## src/sv/rvsc_pkg.sv

```systemverilog
// Shared types and constants for the RISC-V SYSTEM/CSR unit.
`default_nettype none

package rvsc_pkg;

   // Result action codes
   typedef enum logic [2:0] {
      ACT_NONE      = 3'd0,
      ACT_ECALL     = 3'd1,
      ACT_EBREAK    = 3'd2,
      ACT_STOP      = 3'd3,
      ACT_ILLEGAL   = 3'd4,
      ACT_UNIMP     = 3'd5,
      ACT_UNHANDLED = 3'd6
   } action_type;

   // funct3 codes of the SYSTEM opcode
   localparam logic [2:0] F3_PRIV   = 3'd0;
   localparam logic [2:0] F3_CSRRW  = 3'd1;
   localparam logic [2:0] F3_CSRRS  = 3'd2;
   localparam logic [2:0] F3_CSRRC  = 3'd3;
   localparam logic [2:0] F3_ZIMOP  = 3'd4;
   localparam logic [2:0] F3_CSRRWI = 3'd5;
   localparam logic [2:0] F3_CSRRSI = 3'd6;
   localparam logic [2:0] F3_CSRRCI = 3'd7;

   // funct3 == 0 immediates
   localparam logic [11:0] SYS_ECALL   = 12'h000;
   localparam logic [11:0] SYS_EBREAK  = 12'h001;
   localparam logic [11:0] SYS_WFI     = 12'h105;
   localparam logic [11:0] SYS_STOP    = 12'h7FF;
   localparam logic [11:0] SYS_WRS_NTO = 12'h00D;
   localparam logic [11:0] SYS_WRS_STO = 12'h01D;

   // CSR numbers
   localparam logic [11:0] CSR_FFLAGS   = 12'h001;
   localparam logic [11:0] CSR_FRM      = 12'h002;
   localparam logic [11:0] CSR_FCSR     = 12'h003;
   localparam logic [11:0] CSR_CYCLE    = 12'hC00;
   localparam logic [11:0] CSR_TIME     = 12'hC01;
   localparam logic [11:0] CSR_INSTRET  = 12'hC02;
   localparam logic [11:0] CSR_CYCLEH   = 12'hC80;
   localparam logic [11:0] CSR_TIMEH    = 12'hC81;
   localparam logic [11:0] CSR_INSTRETH = 12'hC82;
   localparam logic [11:0] CSR_PRIV_MASK = 12'h300;

   // Zimop encoding check on instruction[31:25]
   localparam logic [6:0] MOP_MASK  = 7'b1011000;
   localparam logic [6:0] MOP_MATCH = 7'b1000000;

   typedef struct packed {
      logic        dw;
      logic [63:0] dv;
      action_type  act;
      logic [63:0] info;
      logic [4:0]  sidx;
   } res_type;

   localparam res_type RES_NONE = '{dw: 1'b0, dv: 64'd0, act: ACT_NONE,
                                    info: 64'd0, sidx: 5'd0};

endpackage

`default_nettype wire

```

## src/sv/riscv_system_csr_unit_top.sv

```systemverilog
// RISC-V SYSTEM-opcode decoder and user floating-point/counter CSR unit.
`default_nettype none

// One SYSTEM instruction per transfer on the req_ stream, one result per
// transfer on the rsp_ stream. The unit takes a new instruction every cycle
// while its result register is empty or being taken: the request lands in
// an input register, a single pass of decode logic works on it together
// with the kept fcsr register, and the outcome is loaded into the result
// register at the same edge that fcsr takes its new value, so the next
// instruction always sees the updated fflags/frm. Both registers advance
// whenever the result register is empty or being taken; while a result is
// held, one more request can still enter an empty input register.
// fcsr (fflags in bits 4:0, frm in bits 7:5) is cleared by reset. Counter
// and time reads come straight from the request fields; CSR faults,
// ECALL/EBREAK/stop and unhandled user CSRs are reported through the
// action code with its info word. XLEN sets the width of the integer
// register file that source, a7 and destination values are masked to.

module riscv_system_csr_unit_top
   import rvsc_pkg::*;
#(
   parameter int XLEN = 64
) (
   input  wire logic         clock,
   input  wire logic         reset,
   // tdata: instruction[31:0], source_value[95:32], a7_value[159:96],
   //        retired_count[223:160], time_value[287:224]
   input  wire logic [287:0] req_tdata,
   input  wire logic         req_tvalid,
   output logic              req_tready,
   // tdata: dest_index[4:0], dest_value[68:5], action_info[132:69],
   //        source_index[137:133], zero[143:138]
   output logic [143:0]      rsp_tdata,
   // tuser: dest_write[0], action[3:1]
   output logic [3:0]        rsp_tuser,
   output logic              rsp_tvalid,
   input  wire logic         rsp_tready
);

   localparam logic [63:0] XMASK = (XLEN >= 64) ? {64{1'b1}}
                                                : ((64'd1 << XLEN) - 64'd1);

   // input register
   logic        s1_valid_ff;
   logic [31:0] s1_instr_ff;
   logic [63:0] s1_src_ff;
   logic [63:0] s1_a7_ff;
   logic [63:0] s1_count_ff;
   logic [63:0] s1_time_ff;

   // result register and kept state
   logic        out_valid_ff;
   res_type     res_ff;
   // dest_index is the rd field of the item held in the result register
   logic [4:0]  rd_ff;
   logic [7:0]  fcsr_ff;

   logic        advance;
   res_type     res_in;
   logic [7:0]  fcsr_in;
   logic        fcsr_wr;

   // result register is free or draining this cycle
   assign advance    = !out_valid_ff || rsp_tready;
   assign req_tready = !s1_valid_ff || advance;

   function automatic res_type put_rd(input logic [4:0] rd, input logic [63:0] v);
      res_type r;
      r = RES_NONE;
      if (rd != 5'd0) begin
         r.dw = 1'b1;
         r.dv = v & XMASK;
      end
      return r;
   endfunction

   function automatic res_type raise(input action_type a, input logic [63:0] info);
      res_type r;
      r = RES_NONE;
      r.act  = a;
      r.info = info;
      return r;
   endfunction

   function automatic res_type unhandled(input logic [11:0] csr, input logic [4:0] rs1);
      res_type r;
      if ((csr & CSR_PRIV_MASK) != 12'd0) begin
         r = raise(ACT_ILLEGAL, {52'd0, csr});
      end else begin
         r = raise(ACT_UNHANDLED, {52'd0, csr});
         r.sidx = rs1;
      end
      return r;
   endfunction

   // time-low read: only legal without a source operand
   function automatic res_type time_read(input logic [11:0] csr, input logic [4:0] rd,
                                         input logic [4:0] rs1, input logic [63:0] tv);
      res_type r;
      if (rs1 != 5'd0) begin
         r = raise(ACT_ILLEGAL, {52'd0, csr});
      end else begin
         r = put_rd(rd, tv);
      end
      return r;
   endfunction

   function automatic res_type set_path(input logic [11:0] csr, input logic [4:0] rd,
                                        input logic [4:0] rs1, input logic [63:0] cnt,
                                        input logic [63:0] tv);
      res_type r;
      if (csr == CSR_CYCLE || csr == CSR_INSTRET) begin
         if (rd != 5'd0) begin
            r = put_rd(rd, cnt);
         end else if (rs1 == 5'd0) begin
            r = raise(ACT_UNIMP, {52'd0, csr});
         end else begin
            r = raise(ACT_ILLEGAL, {52'd0, csr});
         end
      end else if (csr == CSR_CYCLEH || csr == CSR_INSTRETH) begin
         r = put_rd(rd, {32'd0, cnt[63:32]});
      end else if (csr == CSR_TIME) begin
         r = time_read(csr, rd, rs1, tv);
      end else if (csr == CSR_TIMEH) begin
         r = put_rd(rd, {32'd0, tv[63:32]});
      end else begin
         r = unhandled(csr, rs1);
      end
      return r;
   endfunction

   // decode and execute
   always_comb begin
      logic [4:0]  rd;
      logic [2:0]  f3;
      logic [4:0]  rs1;
      logic [11:0] csr;
      logic [63:0] src;
      logic [63:0] a7;
      logic        is_fp;
      logic [7:0]  old_val;
      logic [7:0]  opnd;
      logic [7:0]  nv;
      logic [6:0]  hi;
      logic        mop_ok;

      rd  = s1_instr_ff[11:7];
      f3  = s1_instr_ff[14:12];
      rs1 = s1_instr_ff[19:15];
      csr = s1_instr_ff[31:20];
      src = s1_src_ff & XMASK;
      a7  = s1_a7_ff & XMASK;
      hi  = s1_instr_ff[31:25];
      mop_ok = ((hi & MOP_MASK) == MOP_MATCH)
               && (hi[0] || (s1_instr_ff[24:22] == 3'b111));

      is_fp = (csr == CSR_FFLAGS) || (csr == CSR_FRM) || (csr == CSR_FCSR);
      priority if (csr == CSR_FFLAGS) begin
         old_val = {3'd0, fcsr_ff[4:0]};
      end else if (csr == CSR_FRM) begin
         old_val = {5'd0, fcsr_ff[7:5]};
      end else begin
         old_val = fcsr_ff;
      end

      // register forms use x[rs1], immediate forms the rs1 field
      opnd = f3[2] ? {3'd0, rs1} : src[7:0];
      unique case (f3[1:0])
         2'b01:   nv = opnd;
         2'b10:   nv = old_val | opnd;
         default: nv = old_val & ~opnd;
      endcase

      priority if (csr == CSR_FFLAGS) begin
         fcsr_in = {fcsr_ff[7:5], nv[4:0]};
      end else if (csr == CSR_FRM) begin
         fcsr_in = {nv[2:0], fcsr_ff[4:0]};
      end else begin
         fcsr_in = nv;
      end

      res_in  = RES_NONE;
      fcsr_wr = 1'b0;

      unique case (f3)
         F3_PRIV: begin
            priority if (csr == SYS_ECALL) begin
               res_in = raise(ACT_ECALL, a7);
            end else if (csr == SYS_EBREAK) begin
               res_in = raise(ACT_EBREAK, 64'd0);
            end else if (csr == SYS_WFI || csr == SYS_STOP) begin
               res_in = raise(ACT_STOP, 64'd0);
            end else if (csr == SYS_WRS_NTO || csr == SYS_WRS_STO) begin
               res_in = RES_NONE;
            end else begin
               res_in = raise(ACT_ILLEGAL, {61'd0, f3});
            end
         end
         F3_ZIMOP: begin
            res_in = mop_ok ? put_rd(rd, 64'd0) : raise(ACT_ILLEGAL, {61'd0, f3});
         end
         F3_CSRRW: begin
            if (is_fp) begin
               res_in  = put_rd(rd, {56'd0, old_val});
               fcsr_wr = 1'b1;
            end else if (csr == CSR_TIME) begin
               res_in = raise(ACT_ILLEGAL, {52'd0, csr});
            end else begin
               res_in = set_path(csr, rd, rs1, s1_count_ff, s1_time_ff);
            end
         end
         F3_CSRRS, F3_CSRRSI: begin
            if (is_fp) begin
               res_in  = put_rd(rd, {56'd0, old_val});
               fcsr_wr = 1'b1;
            end else begin
               res_in = set_path(csr, rd, rs1, s1_count_ff, s1_time_ff);
            end
         end
         F3_CSRRC: begin
            if (is_fp) begin
               res_in  = put_rd(rd, {56'd0, old_val});
               fcsr_wr = 1'b1;
            end else if (csr == CSR_TIME) begin
               res_in = time_read(csr, rd, rs1, s1_time_ff);
            end else begin
               res_in = raise(ACT_ILLEGAL, {61'd0, f3});
            end
         end
         F3_CSRRWI: begin
            if (is_fp) begin
               res_in  = put_rd(rd, {56'd0, old_val});
               fcsr_wr = 1'b1;
            end else if (csr == CSR_TIME) begin
               res_in = raise(ACT_ILLEGAL, {52'd0, csr});
            end else begin
               res_in = unhandled(csr, rs1);
            end
         end
         F3_CSRRCI: begin
            if (is_fp) begin
               res_in  = put_rd(rd, {56'd0, old_val});
               fcsr_wr = 1'b1;
            end else if (csr == CSR_TIME) begin
               res_in = time_read(csr, rd, rs1, s1_time_ff);
            end else begin
               res_in = unhandled(csr, rs1);
            end
         end
      endcase
   end

   // input register: load on every accepted transfer
   always_ff @(posedge clock) begin
      if (reset) begin
         s1_valid_ff <= 1'b0;
      end else if (req_tready) begin
         s1_valid_ff <= req_tvalid;
      end
      if (req_tvalid && req_tready) begin
         s1_instr_ff <= req_tdata[31:0];
         s1_src_ff   <= req_tdata[95:32];
         s1_a7_ff    <= req_tdata[159:96];
         s1_count_ff <= req_tdata[223:160];
         s1_time_ff  <= req_tdata[287:224];
      end
   end

   // result register and fcsr: commit together so the next item sees new fcsr
   always_ff @(posedge clock) begin
      if (reset) begin
         out_valid_ff <= 1'b0;
         fcsr_ff      <= 8'd0;
      end else begin
         if (advance) begin
            out_valid_ff <= s1_valid_ff;
         end
         if (advance && s1_valid_ff && fcsr_wr) begin
            fcsr_ff <= fcsr_in;
         end
      end
      if (advance && s1_valid_ff) begin
         res_ff <= res_in;
         rd_ff  <= s1_instr_ff[11:7];
      end
   end

   assign rsp_tvalid = out_valid_ff;
   assign rsp_tdata  = {6'd0, res_ff.sidx, res_ff.info, res_ff.dv, rd_ff};
   assign rsp_tuser  = {res_ff.act, res_ff.dw};

   // a register write never comes with a fault or trap action
   a_write_no_action: assert property (@(posedge clock) disable iff (reset)
      out_valid_ff && res_ff.dw |-> res_ff.act == ACT_NONE)
      else $error("register write with nonzero action");

   // rs1 is reported only with the unhandled-CSR action
   a_sidx_unhandled: assert property (@(posedge clock) disable iff (reset)
      out_valid_ff && res_ff.sidx != 5'd0 |-> res_ff.act == ACT_UNHANDLED)
      else $error("source index set without unhandled action");

   // no destination write means a zero destination value
   a_dv_zero: assert property (@(posedge clock) disable iff (reset)
      out_valid_ff && !res_ff.dw |-> res_ff.dv == 64'd0)
      else $error("destination value without write");

   // fcsr changes only when an item moves into the result register
   a_fcsr_commit: assert property (@(posedge clock) disable iff (reset)
      !$past(reset) && fcsr_ff != $past(fcsr_ff) |-> $past(advance && s1_valid_ff))
      else $error("fcsr changed without an item commit");

endmodule

`default_nettype wire

```

## config.mk

```make
export PLATFORM = sky130hd
export DESIGN_NAME = riscv_system_csr_unit_top
export DESIGN_NICKNAME = d
export VERILOG_FILES = /design/src/sv/rvsc_pkg.sv /design/src/sv/riscv_system_csr_unit_top.sv
export SDC_FILE = /design/constraint.sdc
export NUM_CORES = 1
export LEC_CHECK = 0
export ABC_AREA = 1
export BUFFER_PORTS_ARGS = -buffer_cell sky130_fd_sc_hd__buf_2
export CAP_MARGIN = 20
export CORE_ASPECT_RATIO = 0.6
export CORE_MARGIN = 2
export CORE_UTILIZATION = 40
export CTS_BUF_LIST = sky130_fd_sc_hd__clkbuf_16
export DETAILED_ROUTE_END_ITERATION = 10
export HOLD_SLACK_MARGIN = 0.06
export PLACE_DENSITY_LB_ADDON = 0.15
export SLEW_MARGIN = 20
export SYNTH_ARGS = -nofsm -noshare
export SYNTH_HDL_FRONTEND = slang
export SYNTH_SLANG_ARGS = --single-unit
```

## constraint.sdc

```tcl
create_clock -name clock -period 5.29 [get_ports clock]
set_input_delay 0.529 -clock clock [delete_from_list [all_inputs] [get_ports clock]]
set_output_delay 0.529 -clock clock [all_outputs]
set_load 0.02 [all_outputs]
```

==> flow_summary.yaml, run 1 <==
hold_path:
  hold_start: "req_tdata[217]"
  min_path_type: "input port to flip-flop"
  hold-path-endpoint: "s1_count_ff[57]"
  whs_path_depth: 1
critical_path:
  cp_slowest_cell: "nand3_1"
  cp_slowest_stage_delay_ns: 0.63
  worst_ep_required_time_ns: 5.64
  crit_arrival_ns: 4.31
  r2r-start: "s1_instr_ff[13]"
  worstSetupStartpointType: "flip-flop"
  path_cells: "inv_1 -> ha_1 -> inv_2 -> nor2_2 -> buf_4 -> inv_1 -> nor2_2 -> nor2_2 -> buf_4 -> nor2_2 -> nand3_1 -> buf_4 -> o22ai_1"
  critPathBufInv: 6
  end_kind: "flip-flop"
  r2r_cells: 13
  cp_top_family: "simple AND/OR/NAND/NOR gates"
  r2r_slack_ns: 1.33
  cpMostUsedCell: "nor2_2"
  crit_type: "flip-flop to flip-flop"
  critical_path.max_fanout: 22
  r2r_end: "rsp_tdata[40]"
placement:
  hpwl_mm: 33.0
  port_buffers: 372
  gp_congestion: 0.922
  placed_area_sq_um: 18500
timing:
  slew_viol_final: 0
  rsz0062_at_grt: "false"
  final-hold-violation-count: 0
  relSlewSlack_pct: 32.8
  worst_slew_pin_slew_ns: 1.00
  setup_tns_ns: 0
  fin_crit_ns: 3.96
  fin_crit_sh_pct: 74.9
  fmax_mhz: 252
  fin_skew_ns: 0.0236
  setup_violations: 0
  worst_hold_slack_ns: 0.158
power_and_ir_drop:
  power_density_nw_per_um2: 339
  cellLeakagePower_nw: 8.21
  power.internal_mw: 5.10
  total_power_mw: 6.68
  p_comb_share_pct: 7.5
  power_switching_mw: 1.57
  swShare_pct: 23.6
  irDropWorstVdd_v: 0.000199
  power_frac_clock_pct: 39.8
  seqPwrFrac_pct: 52.6
floorplan:
  core-area_sq_um: 40200
  die_w_um: 264
  boundaryPins: 442
  start_util_pct: 40.3
  die-area_sq_um: 42200
  fp-row-count: 57
  fp.dieH_um: 160
clocking:
  cts_buffer_depth: 3
  cts_tree: "built"
  cts_setup_buffers: 0
  clock-sinks: 377
  insertion_delay_ns: 0.54
  cts_hold_buffers: 0
  cts.repair.resized: 0
  clk_pin_slew_ns: 0.06
  cts-root-buf: "clkbuf_16"
  htreeDepth: 2
  numCtsBuffers: 38
yosys:
  yosysUniqueCellTypes: 49
  synth_top_cell_area_share_pct: 68.1
  netlist_instances: 1411
  synthTopCellsByArea: "edfxtp_1, nand2_1, nor2_1"
  synth_common_cells: "edfxtp_1, nand2_1, nor2_1, inv_1, o21ai_0"
  synth_area_leader_cell: "edfxtp_1"
  ys_async_sr_fraction_pct: 0
  ys.flop_type: "edfxtp_1"
  synth-seq-area-share_pct: 69.3
  synth_area_sq_um: 16200
  avgSynthCellArea_sq_um: 11.5
  synth_edf_count: 367
  synthMostInstantiatedCell: "edfxtp_1"
  synth_seq_cells: 377
  synth_warnings: 0
global_route:
  grt_pass1_vias: 11500
  grt_antenna_before_repair: 8
  grt_first_pass_wirelength_mm: 71.2
  grt-ovfl-total: 0
  grt_max_degree: 147
  grt_usage_pct: 22.6
route:
  routed_wl_mm: 48.5
  num_vias: 11900
  avgViaCountPerCell: 5.10
  drt_iter0_drc: 1141
  wire_per_inst_um: 20.7
  ant_nets: 0
  drt-pass1-iter-count: 8
  drc: 0
outcome:
  status: "completed"
cells_and_area:
  area_growth_pct: 21.7
  nets: 2072
  final_design_area_no_fill_sq_um: 19700
  layout-drive-gt1-share_pct: 27.6
flow_run:
  maxCapViolations: 0
## power groups by stage
stage,clock (mW),sequential [mW],combinational [mW]
after floorplan,0,3.65,0.199
after global placement,0,3.58,0.503
after detailed placement,0,3.58,0.506
after CTS,2.72,3.51,0.508
after global routing,2.84,3.53,0.548
final,2.66,3.51,0.504
## flip-flops by register name (all words and copies together) (netlist names)
| signal | flops |
|---|---|
| rsp_tvalid | 1 |
| fcsr_ff | 8 |
| s1_time_ff | 64 |
| rd_ff | 5 |
| s1_valid_ff | 1 |
| rsp_tdata | 133 |
| s1_src_ff | 8 |
| s1_count_ff | 64 |
| s1_instr_ff | 25 |
| s1_a7_ff | 64 |
| rsp_tuser | 4 |
## metrics by stage
stage / std cells / setup WS, ns / util (%)
5_1_grt: 2339 / 1.12 / 49.0
4_1_cts: 2334 / 1.36 / 48.9
3_3_place_gp: 2267 / 1.44 / 45.9
2_1_floorplan: 1416 / 0.545 / -
6_report: 2341 / 1.33 / 49.0
3_5_place_dp: 2267 / 1.38 / 45.9
## worst max-delay path by stage
stage | depth (start not counted) | startpoint | slack (ns) | end
2_1_floorplan | 4 | rsp_tready | 0.54 | s1_a7_ff[0]
5_1_grt | 13 | s1_instr_ff[13] | 1.12 | rsp_tdata[55]
4_1_cts | 13 | s1_instr_ff[13] | 1.36 | rsp_tdata[42]
6_report | 13 | s1_instr_ff[13] | 1.33 | rsp_tdata[40]
3_5_place_dp | 13 | s1_instr_ff[13] | 1.38 | rsp_tdata[54]
3_3_place_gp | 13 | s1_instr_ff[13] | 1.44 | rsp_tdata[55]
## layout by cell type, fill, tap and decap left out, types with 5 or more instances in the layout
master and n:
diode_2 7, nand2_1 273, o22ai_1 23, nand4_1 20
o21ai_1 9, clkinv_1 6, edfxtp_1 367, o21a_1 7
buf_2 372, nor2_1 161, inv_1 149, nor2_4 8
dfxtp_1 10, o41ai_1 6, buf_4 13, nand2_2 8
a211oi_1 15, clkinv_2 9, conb_1 6, a21oi_1 28
o21ai_0 80, nor2_2 11, o211ai_1 24, clkbuf_16 39
o32ai_1 5, inv_2 12, nor3_1 20, nand3_1 73
## worst register-to-register path, stage by stage (launching register included)
cell and delay, ns:
edfxtp_1 0.48, inv_1 0.15, ha_1 0.31, inv_2 0.14, nor2_2 0.10, buf_4 0.25, inv_1 0.13, nor2_2 0.15
nor2_2 0.04, buf_4 0.26, nor2_2 0.56, nand3_1 0.63, buf_4 0.43, o22ai_1 0.16
## final cells by class
class	instances	area (sq um)
fill	3697	20500
sequential	377	11200
multi-input combinational	815	4000
timing repair buffer	386	1980
clock buffer	39	976
tap	531	664
inverter	158	607
clock inverter	28	230
antenna	7	17.5
## routing by layer
metal  up-vias  wire length (um)  part of all wire [%]  global-route usage (%)
met5         -                 0                     0                       0
met4         0              1280                   2.6                    6.64
met3        76              4330                   8.9                    5.55
met2       541             21300                    44                    34.1
met1      5681             21500                    44                    32.4
li1       5640                 -                     -                       -
## kinds of logic after synthesis
logic type      after synthesis  share of synthesized area, %
flops                       377                          69.3
other cells                   1                        0.0232
compound gates              207                          7.72
fa+ha+maj                     4                         0.309
simple gates                598                          16.5
buf+inv                     224                          6.13
Note: power is estimated with default switching activity, not from simulation.
==> inputs of run 2 (changes only) <==
--- a/config.mk
+++ b/config.mk
@@ -5,7 +5,7 @@
 export SDC_FILE = /design/constraint.sdc
 export NUM_CORES = 1
 export LEC_CHECK = 0
-export ABC_AREA = 1
+export ABC_AREA = 0
 export BUFFER_PORTS_ARGS = -buffer_cell sky130_fd_sc_hd__buf_2
 export CAP_MARGIN = 20
 export CORE_ASPECT_RATIO = 0.6
==> constraint.sdc (replaced) <==
create_clock -name clock -period 3.5 [get_ports clock]
set_input_delay 0.35 -clock clock [delete_from_list [all_inputs] [get_ports clock]]
set_output_delay 0.35 -clock clock [all_outputs]
set_load 0.02 [all_outputs]
==> run 2 against run 1 <==
Compared with the run above: combinational power rose by 77%; die area down 7.0%; routed wire length shrank 10%; largest cell class unchanged; hold slack worse by 0.015 ns; synthesized area down 7.1%; critical endpoint is now rsp_tdata[34].
==> flow_summary.yaml, run 2 <==
outcome:
  status: "completed"
critical_path:
  r2r-start: "s1_instr_ff[22]"
  r2r_end: "rsp_tdata[34]"
  critical_path.max_fanout: 16
  r2r_slack_ns: 0.52
  end_kind: "flip-flop"
  crit_arrival_ns: 3.36
  r2r_cells: 7
  worst_ep_required_time_ns: 3.88
  crit_type: "flip-flop to flip-flop"
  worstSetupStartpointType: "flip-flop"
global_route:
  grt_first_pass_wirelength_mm: 65.1
  grt_usage_pct: 21.8
  grt.busiest_layer: "met2"
  grt_pass1_vias: 11100
  grt_max_degree: 143
  grt-ovfl-total: 0
  grt_antenna_before_repair: 2
  grtUsageMet2_pct: 35.0
  met1_usage_pct: 30.9
  grtUsageMet3_pct: 4.07
timing:
  final-hold-violation-count: 0
  relSlewSlack_pct: 27.1
  fin_skew_ns: 0.0169
  fin_crit_sh_pct: 85.1
  setup_tns_ns: 0
  rsz0062_at_grt: "false"
  worst_slew_pin_slew_ns: 1.08
  slew_viol_final: 0
  setup_violations: 0
  fmax_mhz: 336
  fin_crit_ns: 2.98
yosys:
  synth_edf_count: 367
  synthMostInstantiatedCell: "edfxtp_1"
  ys_async_sr_fraction_pct: 0
  synth_area_sq_um: 15000
  ys.flop_type: "edfxtp_1"
  synth_warnings: 0
  synth_top_cell_area_share_pct: 73.3
  synth_common_cells: "edfxtp_1, nand2_1, and2_1, a21oi_1, o21ai_0"
  synthTopCellsByArea: "edfxtp_1, and2_1, a22o_1"
  synth_seq_cells: 377
  avgSynthCellArea_sq_um: 15.2
  yosysUniqueCellTypes: 65
  synth_area_leader_cell: "edfxtp_1"
  synth-seq-area-share_pct: 74.6
  netlist_instances: 986
power_and_ir_drop:
  cellLeakagePower_nw: 7.78
  irDropWorstVdd_v: 0.000445
  power_density_nw_per_um2: 468
  power.internal_mw: 7.60
  power_frac_clock_pct: 36.8
  p_comb_share_pct: 9.1
  power_switching_mw: 2.22
  swShare_pct: 22.6
  seqPwrFrac_pct: 54.1
floorplan:
  start_util_pct: 41.0
  fp-row-count: 54
  die-area_sq_um: 39200
  boundaryPins: 442
  core-area_sq_um: 36700
  die_w_um: 254
  fp.dieH_um: 154
clocking:
  cts_buffer_depth: 3
  cts_tree: "built"
  insertion_delay_ns: 0.53
  clock-sinks: 377
  numCtsBuffers: 37
  cts-root-buf: "clkbuf_16"
  clk_pin_slew_ns: 0.06
  htreeDepth: 2
placement:
  hpwl_mm: 28.3
  port_buffers: 372
  gp_congestion: 0.895
cells_and_area:
  fin_util_pct: 57.3
  area_growth_pct: 39.7
  fill_cells: 3002
  nets: 1906
  layout_common_cells: "buf_2, edfxtp_1, dlygate4sd3_1"
  largest_reg_flops: 133
  layout_commonest_cell: "buf_2"
  layout-drive-gt1-share_pct: 29.9
hold_path:
  min_path_type: "input port to flip-flop"
  hold_start: "rsp_tready"
  hold-path-endpoint: "rsp_tvalid"
  whs_path_depth: 4
route:
  drc: 0
  ant_nets: 0
  drt-pass1-iter-count: 7
  drt_iter0_drc: 865
  wire_per_inst_um: 20.3
  num_vias: 11000
  routed_wl_mm: 43.4
  avgViaCountPerCell: 5.12
flow_run:
  maxCapViolations: 0
==> run 2: routing by layer <==
metal | up-vias | wire length, um
li1 | 5089 | -
met1 | 5419 | 19200
met2 | 379 | 20400
met3 | 70 | 2850
met4 | 0 | 955
met5 | - | 0
==> run 2: through the flow <==
step	setup slack [ns]	hold WS, ns	power (mW)	cell area [sq um]	cells
after floorplan	0.140	0.417	5.74	15100	991
after global placement	0.608	0.426	6.08	17700	1849
after detailed placement	0.585	0.432	6.10	17700	1849
after CTS	0.555	0.115	9.92	21000	2137
after global routing	0.338	0.130	10.2	21000	2139
final	0.520	0.143	9.82	21000	2140
==> run 2: kinds of logic (layout without fill, tap and decap cells) <==
logic type / after synthesis / after routing / share of synthesized area (%)
mux: 25 / 25 / 1.66
simple gates: 276 / 276 / 9.84
fa+ha+maj: 4 / 4 / 0.333
other cells: 1 / 9 / 0.0249
compound gates: 237 / 237 / 11.4
buf+inv: 65 / 707 / 2.03
xor+xnor: 1 / 1 / 0.0583
flops: 377 / 377 / 74.6
==> run 2: what timing repair did <==
action	4_1_cts	5_1_grt
hold endpoints to repair	226	0
gates resized for setup	0	0
hold buffers	226	0
setup buffers	0	0
==> run 2: power groups by stage <==
stage | Clock [mW] | Combinational, mW | Sequential, mW
after global placement | 0 | 0.683 | 5.40
after CTS | 3.71 | 0.897 | 5.31
final | 3.61 | 0.894 | 5.32
after global routing | 3.88 | 0.957 | 5.34
after floorplan | 0 | 0.240 | 5.50
after detailed placement | 0 | 0.689 | 5.41
==> run 2: area by class of cell <==
class                           count  area [sq um]  area share [%]
Antenna cell                        3          7.51          0.0357
Timing Repair Buffer              637          4490            21.4
Sequential cell                   377         11200            53.4
Tap cell                          504           631            3.00
Clock buffer                       37           926            4.41
Multi-Input combinational cell    549          3560            16.9
Inverter                            8          33.8           0.161
Clock inverter                     25           135           0.643
==> run 2: worst max path at each step <==
stage,start,end,slack (ns)
floorplan,rsp_tvalid,rd_ff[0],0.14
global placement,s1_instr_ff[29],rsp_tuser[3],0.61
detailed placement,s1_instr_ff[22],rsp_tdata[34],0.58
CTS,s1_instr_ff[22],rsp_tdata[34],0.56
global route,s1_instr_ff[23],rsp_tdata[28],0.34
finish,s1_instr_ff[22],rsp_tdata[34],0.52
==> run 2: critical path, stage by stage, from the launching register on <==
cell and delay (ns):
edfxtp_1 0.50, nor4_4 0.69, nand3b_1 0.15, buf_4 0.23, nor2_2 0.69, nand2_1 0.15
a221oi_2 0.27, o21a_1 0.16
==> inputs of run 3 (changes only) <==
--- a/config.mk
+++ b/config.mk
@@ -7,10 +7,9 @@
 export LEC_CHECK = 0
 export ABC_AREA = 0
 export BUFFER_PORTS_ARGS = -buffer_cell sky130_fd_sc_hd__buf_2
-export CAP_MARGIN = 20
 export CORE_ASPECT_RATIO = 0.6
 export CORE_MARGIN = 2
-export CORE_UTILIZATION = 40
+export CORE_UTILIZATION = 47
 export CTS_BUF_LIST = sky130_fd_sc_hd__clkbuf_16
 export DETAILED_ROUTE_END_ITERATION = 10
 export HOLD_SLACK_MARGIN = 0.06
==> run 3 against run 2 <==
Compared with the run above: sequential cell count is the same; routed wire length hardly changed; via count rose by 1.2%; sequential power about the same; hold slack got worse by 0.0077 ns; clock skew grew 0.0086 ns; register-to-register slack got worse by 0.09 ns; first-iteration DRC count grew 3.8%; global-route usage up 3.7 points; critical endpoint is now rsp_tdata[65]; largest power group unchanged.
==> flow_summary.yaml, run 3 (synthesis results as in run 2) <==
clocking:
  numCtsBuffers: 36
  cts-root-buf: "clkbuf_16"
  htreeDepth: 2
  cts_buffer_depth: 3
  clk_pin_slew_ns: 0.06
  insertion_delay_ns: 0.54
  clock-sinks: 377
  cts_tree: "built"
route:
  ant_nets: 0
  wire_per_inst_um: 21.1
  avgViaCountPerCell: 5.38
  drt-pass1-iter-count: 5
  routed_wl_mm: 43.4
  drt_iter0_drc: 898
  num_vias: 11100
  drc: 0
critical_path:
  end_kind: "flip-flop"
  critical_path.max_fanout: 42
  crit_type: "flip-flop to flip-flop"
  worst_ep_required_time_ns: 3.84
  path_cells: "nor2_1 -> nand2_2 -> nor4_4 -> buf_4 -> o21ai_0 -> a221oi_1"
  worstSetupStartpointType: "flip-flop"
  cp_slowest_cell: "nor2_1"
  crit_arrival_ns: 3.41
  cp_slowest_stage_delay_ns: 0.60
floorplan:
  boundaryPins: 442
  die_w_um: 235
  start_util_pct: 48.0
  die-area_sq_um: 33500
  core-area_sq_um: 31300
  fp.dieH_um: 143
  fp-row-count: 50
cells_and_area:
  multi_input_area_sq_um: 3570
  stdcell_count: 2060
  fill_cells: 2229
  layout_commonest_cell: "buf_2"
  final_design_area_no_fill_sq_um: 21000
  seq_area_sq_um: 11200
  area_growth_pct: 39.4
  layout-drive-gt1-share_pct: 30.4
  layout_common_cells: "buf_2, edfxtp_1, dlygate4sd3_1"
  nets: 1907
  largest_reg_flops: 133
timing:
  relSlewSlack_pct: 43.3
  setup_tns_ns: 0
  slew_viol_final: 0
  fmax_mhz: 326
  fin_crit_ns: 3.07
  fin_ws_ns: 0.429
  setup_violations: 0
  final-hold-violation-count: 0
  fin_crit_sh_pct: 87.7
  fin_skew_ns: 0.0255
  worst_slew_pin_slew_ns: 0.851
  rsz0062_at_grt: "false"
placement:
  hpwl_mm: 27.6
  gp_congestion: 0.910
  dp_slack_ns: 0.515
  placed_area_sq_um: 17500
  port_buffers: 372
  dp_cells: 1763
power_and_ir_drop:
  p_comb_share_pct: 8.9
  seqPwrFrac_pct: 53.2
  irDropWorstVdd_v: 0.000338
  total_power_mw: 9.98
  cellLeakagePower_nw: 7.81
  power_switching_mw: 2.28
  swShare_pct: 22.9
  power_frac_clock_pct: 37.8
  power.internal_mw: 7.70
  power_density_nw_per_um2: 476
flow_run:
  maxCapViolations: 0
global_route:
  grt_usage_pct: 25.5
  grt_pass1_vias: 11300
  grt-ovfl-total: 0
  grt_antenna_before_repair: 4
  grt_first_pass_wirelength_mm: 65.0
  grt_max_degree: 83
hold_path:
  min_path_type: "input port to flip-flop"
outcome:
  status: "completed"
[run 3: layout make-up]
class	instances	area share (%)
sequential	377	53.6
timing repair buffer	639	21.3
multi-input combinational	549	17.0
clock buffer	37	4.42
tap	416	2.48
clock inverter	29	0.961
inverter	8	0.161
antenna	5	0.0597
[run 3: path summary, 6_finish.rpt]
kind	cells after the start	endpoint	start	slack [ns]
max	6	rsp_tdata[65]	s1_instr_ff[27]	0.43
min	4	rsp_tvalid	rsp_tready	0.14
max reg2reg	6	rsp_tdata[65]	s1_instr_ff[27]	0.43
min reg2reg	0	rd_ff[0]	s1_instr_ff[7]	0.45
[run 3: power groups by stage]
stage,sequential [mW],clock (mW),combinational (mW)
after global routing,5.33,4.04,0.955
final,5.32,3.77,0.892
after floorplan,5.50,0,0.240
after global placement,5.40,0,0.675
after detailed placement,5.40,0,0.681
after CTS,5.31,3.84,0.890
[run 3: metrics by stage]
stage / hold WS (ns) / util, %
final: 0.136 / 66.9
after CTS: 0.113 / 66.8
after floorplan: 0.417 / -
after global placement: 0.424 / 56.0
after detailed placement: 0.431 / 56.0
after global routing: 0.150 / 66.8
[run 3: timing repair]
| item | in CTS | in global routing |
|---|---|---|
| gates resized for setup | 0 | 0 |
| endpoints found under the hold margin | 226 | 0 |
| hold buffers | 226 | 0 |
| buffers inserted | 0 | 0 |
[run 3: critical path, delay by kind of cell, from the launching register on]
kind            cells  cell delay [ns]
compound gates      2             0.49
buf+inv             1             0.57
simple gates        3             1.26
flops               1             0.54
[run 3: routing by layer]
layer,global-route usage (%),wire length (um),vias up
li1,-,-,5107
met1,35.9,19000,5423
met2,40.8,20300,480
met3,5.41,3290,76
met4,6.93,891,0
met5,0,0,-
